## src/rtl/core/assert_macros.svh

```systemverilog
// assertion macros shared by the charger rtl
`ifndef ASSERT_MACROS_SVH
`define ASSERT_MACROS_SVH

// clocked implication checked outside reset
`define BCSM_ASSERT(label, prop, msg) \
  label: assert property (@(posedge clk) disable iff (!rst_n) prop) else $error(msg);

// same check, also active while reset is held
`define BCSM_ASSERT_ALWAYS(label, prop, msg) \
  label: assert property (@(posedge clk) prop) else $error(msg);

`endif

```

## src/rtl/core/bcsm_pkg.sv

```systemverilog
// types, codes and constants of the battery charger state machine
package bcsm_pkg;

  localparam int unsigned AdcW    = 12;
  localparam int unsigned CfgIdxW = 3;

  typedef logic [AdcW-1:0]        adc_t;
  typedef logic signed [AdcW-1:0] temp_t;

  // cell voltage plus this must not exceed charger voltage to reach handshake
  localparam logic [AdcW:0] HANDSHAKE_OFFSET = 13'd50;

  typedef enum logic [CfgIdxW-1:0] {
    CFG_CURRENT_MAX   = 3'd0,
    CFG_VOLTAGE_MAX   = 3'd1,
    CFG_TEMP_MAX      = 3'd2,
    CFG_VOLTAGE_MIN   = 3'd3,
    CFG_VOLTAGE_BULK  = 3'd4,
    CFG_VOLTAGE_FULL  = 3'd5,
    CFG_CURRENT_TAPER = 3'd6,
    CFG_VOLTAGE_DEEP  = 3'd7
  } cfg_idx_t;

  localparam adc_t  RST_CURRENT_MAX   = 12'd3000;
  localparam adc_t  RST_VOLTAGE_MAX   = 12'd3900;
  localparam temp_t RST_TEMP_MAX      = 12'sd600;
  localparam adc_t  RST_VOLTAGE_MIN   = 12'd2000;
  localparam adc_t  RST_VOLTAGE_BULK  = 12'd3500;
  localparam adc_t  RST_VOLTAGE_FULL  = 12'd3700;
  localparam adc_t  RST_CURRENT_TAPER = 12'd400;
  localparam adc_t  RST_VOLTAGE_DEEP  = 12'd2500;

  typedef struct packed {
    adc_t  current_max;
    adc_t  voltage_max;
    temp_t temp_max;
    adc_t  voltage_min;
    adc_t  voltage_bulk;
    adc_t  voltage_full;
    adc_t  current_taper;
    adc_t  voltage_deep;
  } cfg_t;

  // charger state, one-hot
  typedef enum logic [6:0] {
    ST_CHECK     = 7'b0000001,
    ST_REQUEST   = 7'b0000010,
    ST_SOFT      = 7'b0000100,
    ST_HANDSHAKE = 7'b0001000,
    ST_CHARGING  = 7'b0010000,
    ST_FULL      = 7'b0100000,
    ST_PROTECT   = 7'b1000000
  } phase_t;

  // external state codes
  localparam logic [2:0] CODE_CHECK     = 3'd0;
  localparam logic [2:0] CODE_REQUEST   = 3'd1;
  localparam logic [2:0] CODE_SOFT      = 3'd2;
  localparam logic [2:0] CODE_HANDSHAKE = 3'd3;
  localparam logic [2:0] CODE_CHARGING  = 3'd4;
  localparam logic [2:0] CODE_FULL      = 3'd5;
  localparam logic [2:0] CODE_PROTECT   = 3'd6;
  localparam logic [2:0] CODE_UNUSED    = 3'd7;

  typedef enum logic [1:0] {
    PROT_NONE = 2'd0,
    PROT_OC   = 2'd1,
    PROT_OV   = 2'd2,
    PROT_OT   = 2'd3
  } prot_t;

  typedef enum logic [1:0] {
    MODE_NONE = 2'd0,
    MODE_CC   = 2'd1,
    MODE_CV   = 2'd2,
    MODE_FULL = 2'd3
  } mode_t;

  typedef struct packed {
    adc_t  out_voltage;
    adc_t  out_current;
    adc_t  cell_voltage;
    temp_t temperature;
    logic  relay_closed;
  } sample_t;

  typedef struct packed {
    phase_t phase;
    prot_t  prot;
    mode_t  mode;
  } eval_t;

  function automatic logic [2:0] encode_phase(phase_t ph);
    logic [2:0] code;
    unique case (ph)
      ST_CHECK:     code = CODE_CHECK;
      ST_REQUEST:   code = CODE_REQUEST;
      ST_SOFT:      code = CODE_SOFT;
      ST_HANDSHAKE: code = CODE_HANDSHAKE;
      ST_CHARGING:  code = CODE_CHARGING;
      ST_FULL:      code = CODE_FULL;
      ST_PROTECT:   code = CODE_PROTECT;
      default:      code = CODE_UNUSED;
    endcase
    return code;
  endfunction

endpackage

```

## src/rtl/core/bcsm_in_if.sv

```systemverilog
// sample channel: valid/ready handshake with one adc sample per transaction
interface bcsm_in_if import bcsm_pkg::*; ();
  logic  valid;
  logic  ready;
  adc_t  out_voltage;
  adc_t  out_current;
  adc_t  cell_voltage;
  temp_t temperature;
  logic  relay_closed;

  modport source (output valid, output out_voltage, output out_current,
                  output cell_voltage, output temperature, output relay_closed,
                  input ready);
  modport sink   (input valid, input out_voltage, input out_current,
                  input cell_voltage, input temperature, input relay_closed,
                  output ready);
endinterface

```

## src/rtl/core/bcsm_out_if.sv

```systemverilog
// result channel: valid/ready handshake with one charger status per transaction
interface bcsm_out_if ();
  logic       valid;
  logic       ready;
  logic [2:0] charger_state;
  logic [1:0] protection;
  logic [1:0] charge_mode;

  modport source (output valid, output charger_state, output protection,
                  output charge_mode, input ready);
  modport sink   (input valid, input charger_state, input protection,
                  input charge_mode, output ready);
endinterface

```

## src/rtl/core/bcsm_cfg.sv

```systemverilog
// threshold register file of the charger
module bcsm_cfg import bcsm_pkg::*; (
  input  logic               clk,
  input  logic               rst_n,
  input  logic               cfg_we,
  input  logic [CfgIdxW-1:0] cfg_idx,
  input  logic [AdcW-1:0]    cfg_wdata,
  output cfg_t               cfg
);

  cfg_t cfg_r;
  cfg_t cfg_nxt;

  always_comb begin
    cfg_nxt = cfg_r;
    if (cfg_we) begin
      unique case (cfg_idx_t'(cfg_idx))
        CFG_CURRENT_MAX:   cfg_nxt.current_max   = cfg_wdata;
        CFG_VOLTAGE_MAX:   cfg_nxt.voltage_max   = cfg_wdata;
        CFG_TEMP_MAX:      cfg_nxt.temp_max      = temp_t'(cfg_wdata);
        CFG_VOLTAGE_MIN:   cfg_nxt.voltage_min   = cfg_wdata;
        CFG_VOLTAGE_BULK:  cfg_nxt.voltage_bulk  = cfg_wdata;
        CFG_VOLTAGE_FULL:  cfg_nxt.voltage_full  = cfg_wdata;
        CFG_CURRENT_TAPER: cfg_nxt.current_taper = cfg_wdata;
        CFG_VOLTAGE_DEEP:  cfg_nxt.voltage_deep  = cfg_wdata;
        default:           cfg_nxt = cfg_r;
      endcase
    end
  end

  always_ff @(posedge clk) begin
    if (!rst_n) begin
      cfg_r.current_max   <= RST_CURRENT_MAX;
      cfg_r.voltage_max   <= RST_VOLTAGE_MAX;
      cfg_r.temp_max      <= RST_TEMP_MAX;
      cfg_r.voltage_min   <= RST_VOLTAGE_MIN;
      cfg_r.voltage_bulk  <= RST_VOLTAGE_BULK;
      cfg_r.voltage_full  <= RST_VOLTAGE_FULL;
      cfg_r.current_taper <= RST_CURRENT_TAPER;
      cfg_r.voltage_deep  <= RST_VOLTAGE_DEEP;
    end else begin
      cfg_r <= cfg_nxt;
    end
  end

  assign cfg = cfg_r;

endmodule

```

## src/rtl/core/bcsm_eval.sv

```systemverilog
// protection, next charger state and charge mode for one sample
module bcsm_eval import bcsm_pkg::*; (
  input  sample_t smp,
  input  cfg_t    cfg,
  input  phase_t  phase,
  input  mode_t   mode_prev,
  output eval_t   res
);

  logic [AdcW:0] cell_plus_ofs;
  logic          low_cell;
  prot_t         prot;
  phase_t        phase_n;
  mode_t         mode_n;

  // no wrap: 13-bit sum
  assign cell_plus_ofs = {1'b0, smp.cell_voltage} + HANDSHAKE_OFFSET;
  assign low_cell      = smp.cell_voltage < cfg.voltage_min;

  always_comb begin
    priority if (smp.out_current > cfg.current_max) begin
      prot = PROT_OC;
    end else if (smp.out_voltage > cfg.voltage_max) begin
      prot = PROT_OV;
    end else if (smp.temperature > cfg.temp_max) begin
      prot = PROT_OT;
    end else begin
      prot = PROT_NONE;
    end
  end

  always_comb begin
    phase_n = phase;
    priority if (prot != PROT_NONE) begin
      phase_n = ST_PROTECT;
    end else if (low_cell && phase != ST_SOFT && phase != ST_HANDSHAKE &&
                 phase != ST_PROTECT) begin
      phase_n = ST_CHECK;
    end else if (phase == ST_CHECK && smp.cell_voltage < cfg.voltage_bulk && !low_cell) begin
      phase_n = ST_REQUEST;
    end else if (phase == ST_REQUEST) begin
      phase_n = ST_SOFT;
    end else if (phase == ST_SOFT && {1'b0, smp.out_voltage} >= cell_plus_ofs) begin
      phase_n = ST_HANDSHAKE;
    end else if (phase == ST_HANDSHAKE && smp.relay_closed) begin
      phase_n = ST_CHARGING;
    end else if (phase == ST_CHARGING && mode_prev == MODE_FULL) begin
      phase_n = ST_FULL;
    end else begin
      phase_n = phase;
    end
  end

  // current equal to taper falls through to the cc test
  always_comb begin
    priority if (smp.out_voltage >= cfg.voltage_full &&
                 smp.out_current < cfg.current_taper) begin
      mode_n = MODE_FULL;
    end else if (smp.out_voltage >= cfg.voltage_bulk &&
                 smp.out_current > cfg.current_taper) begin
      mode_n = MODE_CV;
    end else if (smp.out_voltage < cfg.voltage_bulk &&
                 smp.out_voltage > cfg.voltage_deep) begin
      mode_n = MODE_CC;
    end else begin
      mode_n = MODE_NONE;
    end
  end

  assign res = '{phase: phase_n, prot: prot, mode: mode_n};

endmodule

```

## src/rtl/core/battery_charger_state_machine.sv

```systemverilog
// top level of the cc/cv battery charger state machine
// One adc sample per transaction goes in, one status transaction comes out per sample:
// charger state, protection cause and charge mode. A sample is captured in an input
// register, evaluated by one level of comparators and a state update, and the status is
// held in an output register until it is taken. A new sample can be taken every cycle
// while results keep being taken; the rate is set by the single evaluation stage that
// also updates the state and mode registers.
// Over-current beats over-voltage beats over-temperature; any trip latches the protection
// state until reset. The user must write thresholds through the cfg port only while no
// sample is in flight; the block itself does not enforce this. Writes take effect at
// the next clock edge.
`include "assert_macros.svh"

module battery_charger_state_machine import bcsm_pkg::*; (
  input  logic               clk,
  input  logic               rst_n,
  input  logic               cfg_we,
  input  logic [CfgIdxW-1:0] cfg_idx,
  input  logic [AdcW-1:0]    cfg_wdata,
  bcsm_in_if.sink            in_if,
  bcsm_out_if.source         out_if
);

  cfg_t cfg;

  // input register stage
  logic    s1_valid_r, s1_valid_nxt;
  sample_t s1_smp_r;
  logic    s1_adv;

  // architectural state: charger phase and mode of the previous sample
  phase_t  phase_r, phase_nxt;
  mode_t   mode_r, mode_nxt;

  // result register
  logic    out_valid_r, out_valid_nxt;
  eval_t   out_res_r;

  eval_t   eval_res;
  logic    in_take;

  sample_t in_smp;

  bcsm_cfg u_cfg (
    .clk       (clk),
    .rst_n     (rst_n),
    .cfg_we    (cfg_we),
    .cfg_idx   (cfg_idx),
    .cfg_wdata (cfg_wdata),
    .cfg       (cfg)
  );

  // stage 1 moves on when the result register is free or being drained
  assign s1_adv   = s1_valid_r && (!out_valid_r || out_if.ready);
  assign in_if.ready = !s1_valid_r || s1_adv;
  assign in_take  = in_if.valid && in_if.ready;

  assign in_smp.out_voltage  = in_if.out_voltage;
  assign in_smp.out_current  = in_if.out_current;
  assign in_smp.cell_voltage = in_if.cell_voltage;
  assign in_smp.temperature  = in_if.temperature;
  assign in_smp.relay_closed = in_if.relay_closed;

  bcsm_eval u_eval (
    .smp       (s1_smp_r),
    .cfg       (cfg),
    .phase     (phase_r),
    .mode_prev (mode_r),
    .res       (eval_res)
  );

  always_comb begin
    s1_valid_nxt = s1_valid_r;
    if (in_take) begin
      s1_valid_nxt = 1'b1;
    end else if (s1_adv) begin
      s1_valid_nxt = 1'b0;
    end
  end

  // state commits only when the evaluated sample lands in the result register
  assign phase_nxt = s1_adv ? eval_res.phase : phase_r;
  assign mode_nxt  = s1_adv ? eval_res.mode  : mode_r;

  always_comb begin
    out_valid_nxt = out_valid_r;
    if (s1_adv) begin
      out_valid_nxt = 1'b1;
    end else if (out_if.ready) begin
      out_valid_nxt = 1'b0;
    end
  end

  always_ff @(posedge clk) begin
    if (!rst_n) begin
      s1_valid_r  <= 1'b0;
      out_valid_r <= 1'b0;
      phase_r     <= ST_CHECK;
      mode_r      <= MODE_NONE;
    end else begin
      s1_valid_r  <= s1_valid_nxt;
      out_valid_r <= out_valid_nxt;
      phase_r     <= phase_nxt;
      mode_r      <= mode_nxt;
    end
  end

  // payload registers, no reset
  always_ff @(posedge clk) begin
    if (in_take) begin
      s1_smp_r <= in_smp;
    end
    if (s1_adv) begin
      out_res_r <= eval_res;
    end
  end

  assign out_if.valid         = out_valid_r;
  assign out_if.charger_state = encode_phase(out_res_r.phase);
  assign out_if.protection    = out_res_r.prot;
  assign out_if.charge_mode   = out_res_r.mode;

  // protection latches until reset
  `BCSM_ASSERT(a_prot_latch, phase_r == ST_PROTECT |=> phase_r == ST_PROTECT, "protection state left")
  // a reported trip always comes with the protection state
  `BCSM_ASSERT(a_trip_state, out_valid_r && out_res_r.prot != PROT_NONE |-> out_res_r.phase == ST_PROTECT, "trip without protection state")
  // state and mode change only when a sample is evaluated
  `BCSM_ASSERT(a_state_hold, !s1_adv |=> $stable(phase_r) && $stable(mode_r), "state moved without a sample")
  // state stays one-hot, checked whenever $past(rst_n) is high
  `BCSM_ASSERT_ALWAYS(a_phase_onehot, $past(rst_n) |-> $onehot(phase_r), "phase not one-hot")

endmodule

```

## src/flat_wrapper.sv

```systemverilog
// flat-port wrapper written by rule: the top's interface ports become plain ports
module battery_charger_state_machine_flat import bcsm_pkg::*;
  (clk, rst_n, cfg_we, cfg_idx, cfg_wdata, in_if_valid, in_if_out_voltage, in_if_out_current, in_if_cell_voltage, in_if_temperature, in_if_relay_closed, in_if_ready, out_if_valid, out_if_charger_state, out_if_protection, out_if_charge_mode, out_if_ready);
  bcsm_in_if in_if_i ();
  bcsm_out_if out_if_i ();
  input  logic clk;
  input  logic rst_n;
  input  logic cfg_we;
  input  logic [CfgIdxW-1:0] cfg_idx;
  input  logic [AdcW-1:0] cfg_wdata;
  input wire logic [$bits(in_if_i.valid)-1:0] in_if_valid;
  input wire logic [$bits(in_if_i.out_voltage)-1:0] in_if_out_voltage;
  input wire logic [$bits(in_if_i.out_current)-1:0] in_if_out_current;
  input wire logic [$bits(in_if_i.cell_voltage)-1:0] in_if_cell_voltage;
  input wire logic [$bits(in_if_i.temperature)-1:0] in_if_temperature;
  input wire logic [$bits(in_if_i.relay_closed)-1:0] in_if_relay_closed;
  output wire logic [$bits(in_if_i.ready)-1:0] in_if_ready;
  output wire logic [$bits(out_if_i.valid)-1:0] out_if_valid;
  output wire logic [$bits(out_if_i.charger_state)-1:0] out_if_charger_state;
  output wire logic [$bits(out_if_i.protection)-1:0] out_if_protection;
  output wire logic [$bits(out_if_i.charge_mode)-1:0] out_if_charge_mode;
  input wire logic [$bits(out_if_i.ready)-1:0] out_if_ready;
  assign in_if_i.valid = in_if_valid;
  assign in_if_i.out_voltage = in_if_out_voltage;
  assign in_if_i.out_current = in_if_out_current;
  assign in_if_i.cell_voltage = in_if_cell_voltage;
  assign in_if_i.temperature = in_if_temperature;
  assign in_if_i.relay_closed = in_if_relay_closed;
  assign in_if_ready = in_if_i.ready;
  assign out_if_valid = out_if_i.valid;
  assign out_if_charger_state = out_if_i.charger_state;
  assign out_if_protection = out_if_i.protection;
  assign out_if_charge_mode = out_if_i.charge_mode;
  assign out_if_i.ready = out_if_ready;
  battery_charger_state_machine u_core (.clk(clk), .rst_n(rst_n), .cfg_we(cfg_we), .cfg_idx(cfg_idx), .cfg_wdata(cfg_wdata), .in_if(in_if_i), .out_if(out_if_i));
endmodule
```

## config.mk

```make
export PLATFORM = sky130hd
export DESIGN_NAME = battery_charger_state_machine_flat
export DESIGN_NICKNAME = d
export VERILOG_FILES = /design/src/rtl/core/bcsm_pkg.sv /design/src/rtl/core/bcsm_in_if.sv /design/src/rtl/core/bcsm_out_if.sv /design/src/rtl/core/bcsm_cfg.sv /design/src/rtl/core/bcsm_eval.sv /design/src/rtl/core/battery_charger_state_machine.sv /design/src/flat_wrapper.sv
export VERILOG_INCLUDE_DIRS = /design/src /design/src/rtl/core
export SDC_FILE = /design/constraint.sdc
export NUM_CORES = 1
export LEC_CHECK = 0
export BUFFER_PORTS_ARGS = -buffer_cell sky130_fd_sc_hd__buf_2
export CORE_UTILIZATION = 55
export CTS_CLUSTER_SIZE = 30
export DETAILED_ROUTE_END_ITERATION = 10
export GPL_TIMING_DRIVEN = 0
export PLACE_DENSITY = 0.77
export SYNTH_ARGS = -nofsm -noshare
export SYNTH_HDL_FRONTEND = slang
export SYNTH_SLANG_ARGS = --single-unit
```

## constraint.sdc

```tcl
create_clock -name clk -period 2.7 [get_ports clk]
set_input_delay 0.405 -clock clk [delete_from_list [all_inputs] [get_ports clk]]
set_output_delay 0.405 -clock clk [all_outputs]
set_load 0.01 [all_outputs]
```

[Word level (Yosys, flattened, before mapping)]
Index checks and enable logic that the tools add are counted.
Word-level totals
  bits in registers: 167
  bits of input ports: 69
  output and inout bits: 9
Cells by class
  $add $sub $neg: 1
  order comparisons: 12
  eq/ne operators: 23
  mux-type cells: 18
  reductions and logical operators: 30
Operators by type and width (count)
  greater-than comparator 12 bit: 5
  2-to-1 mux 7 bit: 7
  less-than comparator 12 bit: 4
  >= comparator 12 bit: 2
  one-hot mux 3 bit (7 select lines): 1
  AND reduction 2 bit: 8
  == test 7 x 1 -> 1 bit (second input constant): 2
  == test 7 x 2 -> 1 bit (second input constant): 2
  == test 7 x 3 -> 1 bit (second input constant): 2
  == test 7 x 4 -> 1 bit (second input constant): 2
  == test 7 x 5 -> 1 bit (second input constant): 2
  adder 12 x 6 -> 13 bit (second input constant): 1
  >= comparator 12 x 13 -> 1 bit: 1
  logical AND 1 bit: 13
  == test 3 bit (second input constant): 4
  2-to-1 mux 2 bit: 5
  == test 7 x 6 -> 1 bit (second input constant): 1
  == test 7 bit (second input constant): 1
  != test 7 x 3 -> 1 bit (second input constant): 1
  != test 7 x 4 -> 1 bit (second input constant): 1
  != test 7 bit (second input constant): 1
  == test 3 x 2 -> 1 bit (second input constant): 2
  nonzero test 2 bit: 3
  2-to-1 mux 1 bit: 5
  5 further kinds: 8

[Longest topological paths before layout]
  depth after elaboration: 9
  gate-level depth with buffers: 13
  depth with buffers taken out: 13

[Hierarchy]
A second synthesis with hierarchy kept.
Unflattened totals
  cell total of the unflattened synthesis: 942
  area total of the unflattened synthesis: 9628.0 um^2
By module, submodules not included
  bcsm_cfg: cells an instance 350, area an instance 3712.3 um^2, instances 1
  bcsm_eval: cells an instance 459, area an instance 3430.8 um^2, instances 1
  battery_charger_state_machine: cells an instance 133, area an instance 2484.9 um^2, instances 1

[Least setup slack after synthesis]
No wires, ideal clock.
  path type: reg2reg
  start point: register u_core.s1_smp_r[14] (netlist bit)
  end point: register u_core.phase_r[3]
  data arrival time: 2.680 ns
  library setup time: 0.068 ns
  data required time: 2.632 ns
  period minus slack after synthesis: 2.748 ns
  stages on the path, launching flop included: 14
  setup slack: -0.048 ns
  path through: edfxtp_1 -> ha_1 -> a21oi_1 -> a21boi_0 -> nand3_1 -> xor2_1 -> ha_1 -> o21a_1 -> nor3_1 -> a311o_1 -> a31oi_2 -> a21oi_1 -> or3b_1 -> o21ai_2
On the way
  cells in the longest elaborated chain, start to end: 8
  elaborated cells between the ends (all ways): 16
RTL lines
  from (decl): line battery_charger_state_machine.sv:28  | sample_t s1_smp_r;
  from (signal assigned): line battery_charger_state_machine.sv:111  | s1_smp_r <= in_smp;
  adder 12 x 6 -> 13 bit: line bcsm_eval.sv:17  | assign cell_plus_ofs = {1'b0, smp.cell_voltage} + HANDSHAKE_OFFSET;
  >= comparator 12 x 13 -> 1 bit: line bcsm_eval.sv:43  | end else if (phase == ST_SOFT && {1'b0, smp.out_voltage} >= cell_plus_ofs) begin
  logical AND 1 bit: line bcsm_eval.sv:43
  2-to-1 mux 7 bit: line bcsm_eval.sv:43
  2-to-1 mux 7 bit: line bcsm_eval.sv:41  | end else if (phase == ST_REQUEST) begin
  2-to-1 mux 7 bit: line bcsm_eval.sv:39  | end else if (phase == ST_CHECK && smp.cell_voltage < cfg.voltage_bulk && !low_cell) begin
  2-to-1 mux 7 bit *: line bcsm_eval.sv:36  | end else if (low_cell && phase != ST_SOFT && phase != ST_HANDSHAKE &&
  2-to-1 mux 7 bit *: line bcsm_eval.sv:34  | priority if (prot != PROT_NONE) begin
  to (signal assigned): line battery_charger_state_machine.sv:103  | phase_r <= phase_nxt;
  to (decl): line battery_charger_state_machine.sv:32  | phase_t phase_r, phase_nxt;
Mark *: on every way between the ends. The rest lies on a longest branch, timed or not.
A chain may end at the register's enable or synchronous reset.

[Worst setup path in the final report]
  start point: register u_core.s1_smp_r[15] (netlist bit)
  end point: register u_core.phase_r[3]
Same word-level chain as after synthesis.

==> metrics.md <==
| Metric | Value |
|---|---|
| Area contributors post-synth | dfxtp_1, edfxtp_1, ha_1, nand2_1, o211ai_1 |
| Clock Path Buffers | 2 |
| CP endpoint kind | flip-flop |
| Simple-gate portion of the synthesized area | 16.0% |
| Seq cells post-synth | 167 |
| Synth Area in Compound Gates | 17.0% |
| Placed Instance Area | 9710 um^2 |
| Routed Wire Length | 22.5 mm |
| DRC viols | 0 |
| Post-synth ARST share | 0% |
| Syn nets | 1168 |
| Period utilisation layout | 106% |
| Initial Util | 56.8% |
| Post-route cell area | 10600 um^2 |
| IO Pins | 78 |
| Fin. Hold Viols | 0 |
| Worst clock skew | 0.0105 ns |
| Vias/cell | 5.66 |
| Clock Latency Late Sink | 0.44 ns |
| Synth cell types | 60 |
| First-pass GRT wire length | 35.3 mm |
| Crit Path Class | flip-flop to flip-flop |
| Clock Sinks | 167 |
| Leading area contributor after synthesis | dfxtp_1 |
| Worst hold path type | input pin to flip-flop |
| # rows | 46 |
| Post-DP HPWL | 15.8 mm |
| Total GRT Usage | 27.8% |
| Pins over their slew limit | 0 |
| Mapped Cells | 980 |
| Placed Cells | 1258 |
| Routed vias | 7468 |
| Initial antenna violation count | 0 |
| TritonCTS clock tree | yes |
| DR WL/cell | 17.0 um |
| Area growth, synth to finish | 16.3% |
| Clk pin slew, worst setup/hold paths | 0.07 ns |
| Max-cap violation count | 0 |
| Final setup margin | -0.155 ns |
| Fin cells | 1319 |
| CP required | 3.07 ns |
| Syn avg cell area | 9.30 um^2 |
| RSZ-0062 raised after global routing | yes |
| FMAX | 350 MHz |
| Hold buffer count at cts | 0 |
| Least-Margin Pin Slew | 1.17 ns |
| Failing checks | negative setup slack |
| Final Core Density | 66.1% |
| N_diodes | 0 |
| WP data arrival | 3.22 ns |
| Die ar. | 17100 um^2 |
| Initial DRC Count | 475 |
| PD cells | 550 nW/um^2 |
| Slew margin rel. | 21.1% |
| Routed Antenna Nets | 0 |
| Post-Place Setup Slack | -0.290 ns |
| Largest net degree at the start of global routing | 35 |
| Final Critical Period | 2.86 ns |
| Mapped Area | 9120 um^2 |
| Adder-cell share of the synthesized area | 16.3% |
| Vias in the first global route | 7037 |
| Final setup viols | 4 |
| CP Max Fanout | 4 |
| CTS Buf Count | 17 |
| Die Y | 131 um |
| Largest family of logic cells by synthesized area | compound AO/OA/AOI/OAI gates |
| IO buf count | 61 |
| Seq/Total Area, Yosys | 43.3% |
| Share of cells above drive strength 1 | 15.5% |
| Register area | 3940 um^2 |
| FILL cells | 1239 |
| Multi-input gate area | 4720 um^2 |
| Synth Area in XOR/XNOR | 1.06% |
| Outcome | complete, but fails checks |
| Clock root buffer | clkbuf_16 |
| Leakage power | 0.00447 uW |
| Die Width | 131 um |
| Startpoint Class | flip-flop |
| Drt pass-1 iters | 6 |
| GPL Wtd Cong | 0.871 |
| Synth top area share | 23.5% |
| Core ar. | 16100 um^2 |
| Setup TNS | -0.365 ns |
| Maximum resistive drop on vdd | 0.000657 V |
| Layout Nets | 1278 |
| Post-synth top flop | dfxtp_1 |
| Post-synth EDFFs | 60 |
| Post-synthesis mux area share | 0% |
| Grt total ovfl | 0 |
| CTS H-tree lvls | 4 |
| Yosys warning count | 0 |
## kinds of logic (layout without fill, tap and decap cells)
family | count (synthesis) | in the layout
and+or+nand+nor | 312 | 312
AOI/OAI and AO/OA | 227 | 227
DFF | 167 | 167
buffers and inverters | 144 | 267
adders and majority gates | 119 | 119
xor gates and xnor gates | 11 | 11
## path summary, 6_finish.rpt
check / startpoint / end / slack [ns] / cells past startpoint
max: u_core.s1_smp_r[15] / u_core.phase_r[3] / -0.16 / 12
min: in_if_out_current[8] / u_core.s1_smp_r[33] / 0.14 / 1
max reg2reg: u_core.s1_smp_r[15] / u_core.phase_r[3] / -0.16 / 12
min reg2reg: u_core.u_cfg.cfg[70] / u_core.u_cfg.cfg[70] / 0.46 / 2
## routing by layer
layer  share of wire, %  track usage (%)  vias up
met5                  0                0        -
li1                   -                -     3665
met1                 45             34.7     3528
met2                 47             45.4      233
met3                5.3             5.90       42
met4                3.2             14.1        0
## power by group
part           leakage [uW]  total, uW  internal (uW)  switching [uW]
registers           0.00145       2790           2710            73.3
logic               0.00275        756            321             435
clock network      0.000263       2290           1220            1070
total               0.00447       5840           4260            1580
## sequential cells by signal (all words and copies together) (netlist names)
name	count
u_core.u_cfg.cfg	96
u_core.s1_smp_r	49
u_core.out_res_r	7
u_core.phase_r	7
u_core.mode_r	2
u_core.out_if.charge_mode	2
u_core.out_if.protection	2
u_core.out_if.valid	1
u_core.s1_valid_r	1
## critical path, cell delays in order (launching register included)
cell and delay (ns):
edfxtp_1 0.42, and3_4 0.23, o31a_1 0.24, nand4_1 0.16
xor2_1 0.18, ha_1 0.30, o21a_1 0.12, nor3_1 0.04
a311o_1 0.35, a31oi_4 0.19, a21oi_2 0.07, or3b_1 0.37
o21ai_2 0.11
## stage by stage
step	total power, uW	hold slack, ns
final	5840	0.137
after global routing	6060	0.123
after CTS	5820	0.125
after detailed placement	3510	0.453
after global placement	3490	0.447
after floorplan	3280	0.435
## layout by cell type (no fill, tap or decap), drive strengths merged, types with 2 or more instances in the layout
cell / count
xnor2: 4
o311ai: 2
o31a: 2
inv: 109
a211oi: 11
nor2b: 16
o2111ai: 2
clkbuf: 51
ha: 119
and3: 3
nand3: 14
o211ai: 55
clkinvlp: 3
o21a: 4
nand2b: 8
or2: 3
buf: 99
clkinv: 5
dfxtp: 107
and4: 3
a31oi: 4
nor3b: 2
a21o: 10
a21oi: 47
o21ai: 29
o22ai: 4
nand4: 23
nor4b: 2
nor4: 4
edfxtp: 60
nand2: 182
a21boi: 51
or4: 4
nor3: 10
or3b: 3
xor2: 7
nor2: 32
## timing repair
item | CTS | global route
resized for setup | 12 | 13
setup buffers | 13 | 16
pin swaps | 16 | 12
gates cloned | 0 | 0
setup endpoints to repair | 7 | 8
## area by class of cell
| class | count | area share [%] |
|---|---|---|
| tap | 216 | 2.55 |
| timing repair buffer | 91 | 5.12 |
| sequential | 167 | 37.2 |
| inverter | 103 | 3.65 |
| buffer | 41 | 1.83 |
| clock inverter | 14 | 1.07 |
| multi-input combinational | 669 | 44.5 |
| clock buffer | 18 | 4.14 |
## cell usage after synthesis, types with 9 or more instances
master    number
nor3_1         9
a211oi_1      11
a21o_1        10
ha_1         119
a21boi_0      48
a21oi_1       47
nor2_1        31
nand4_1       23
edfxtp_1      60
clkbuf_1      25
nand3_1       13
inv_1        102
o21ai_0       21
o211ai_1      55
nand2_1      182
dfxtp_1      107
nor2b_1       16
No activity file was read; power rests on OpenSTA's default activity.
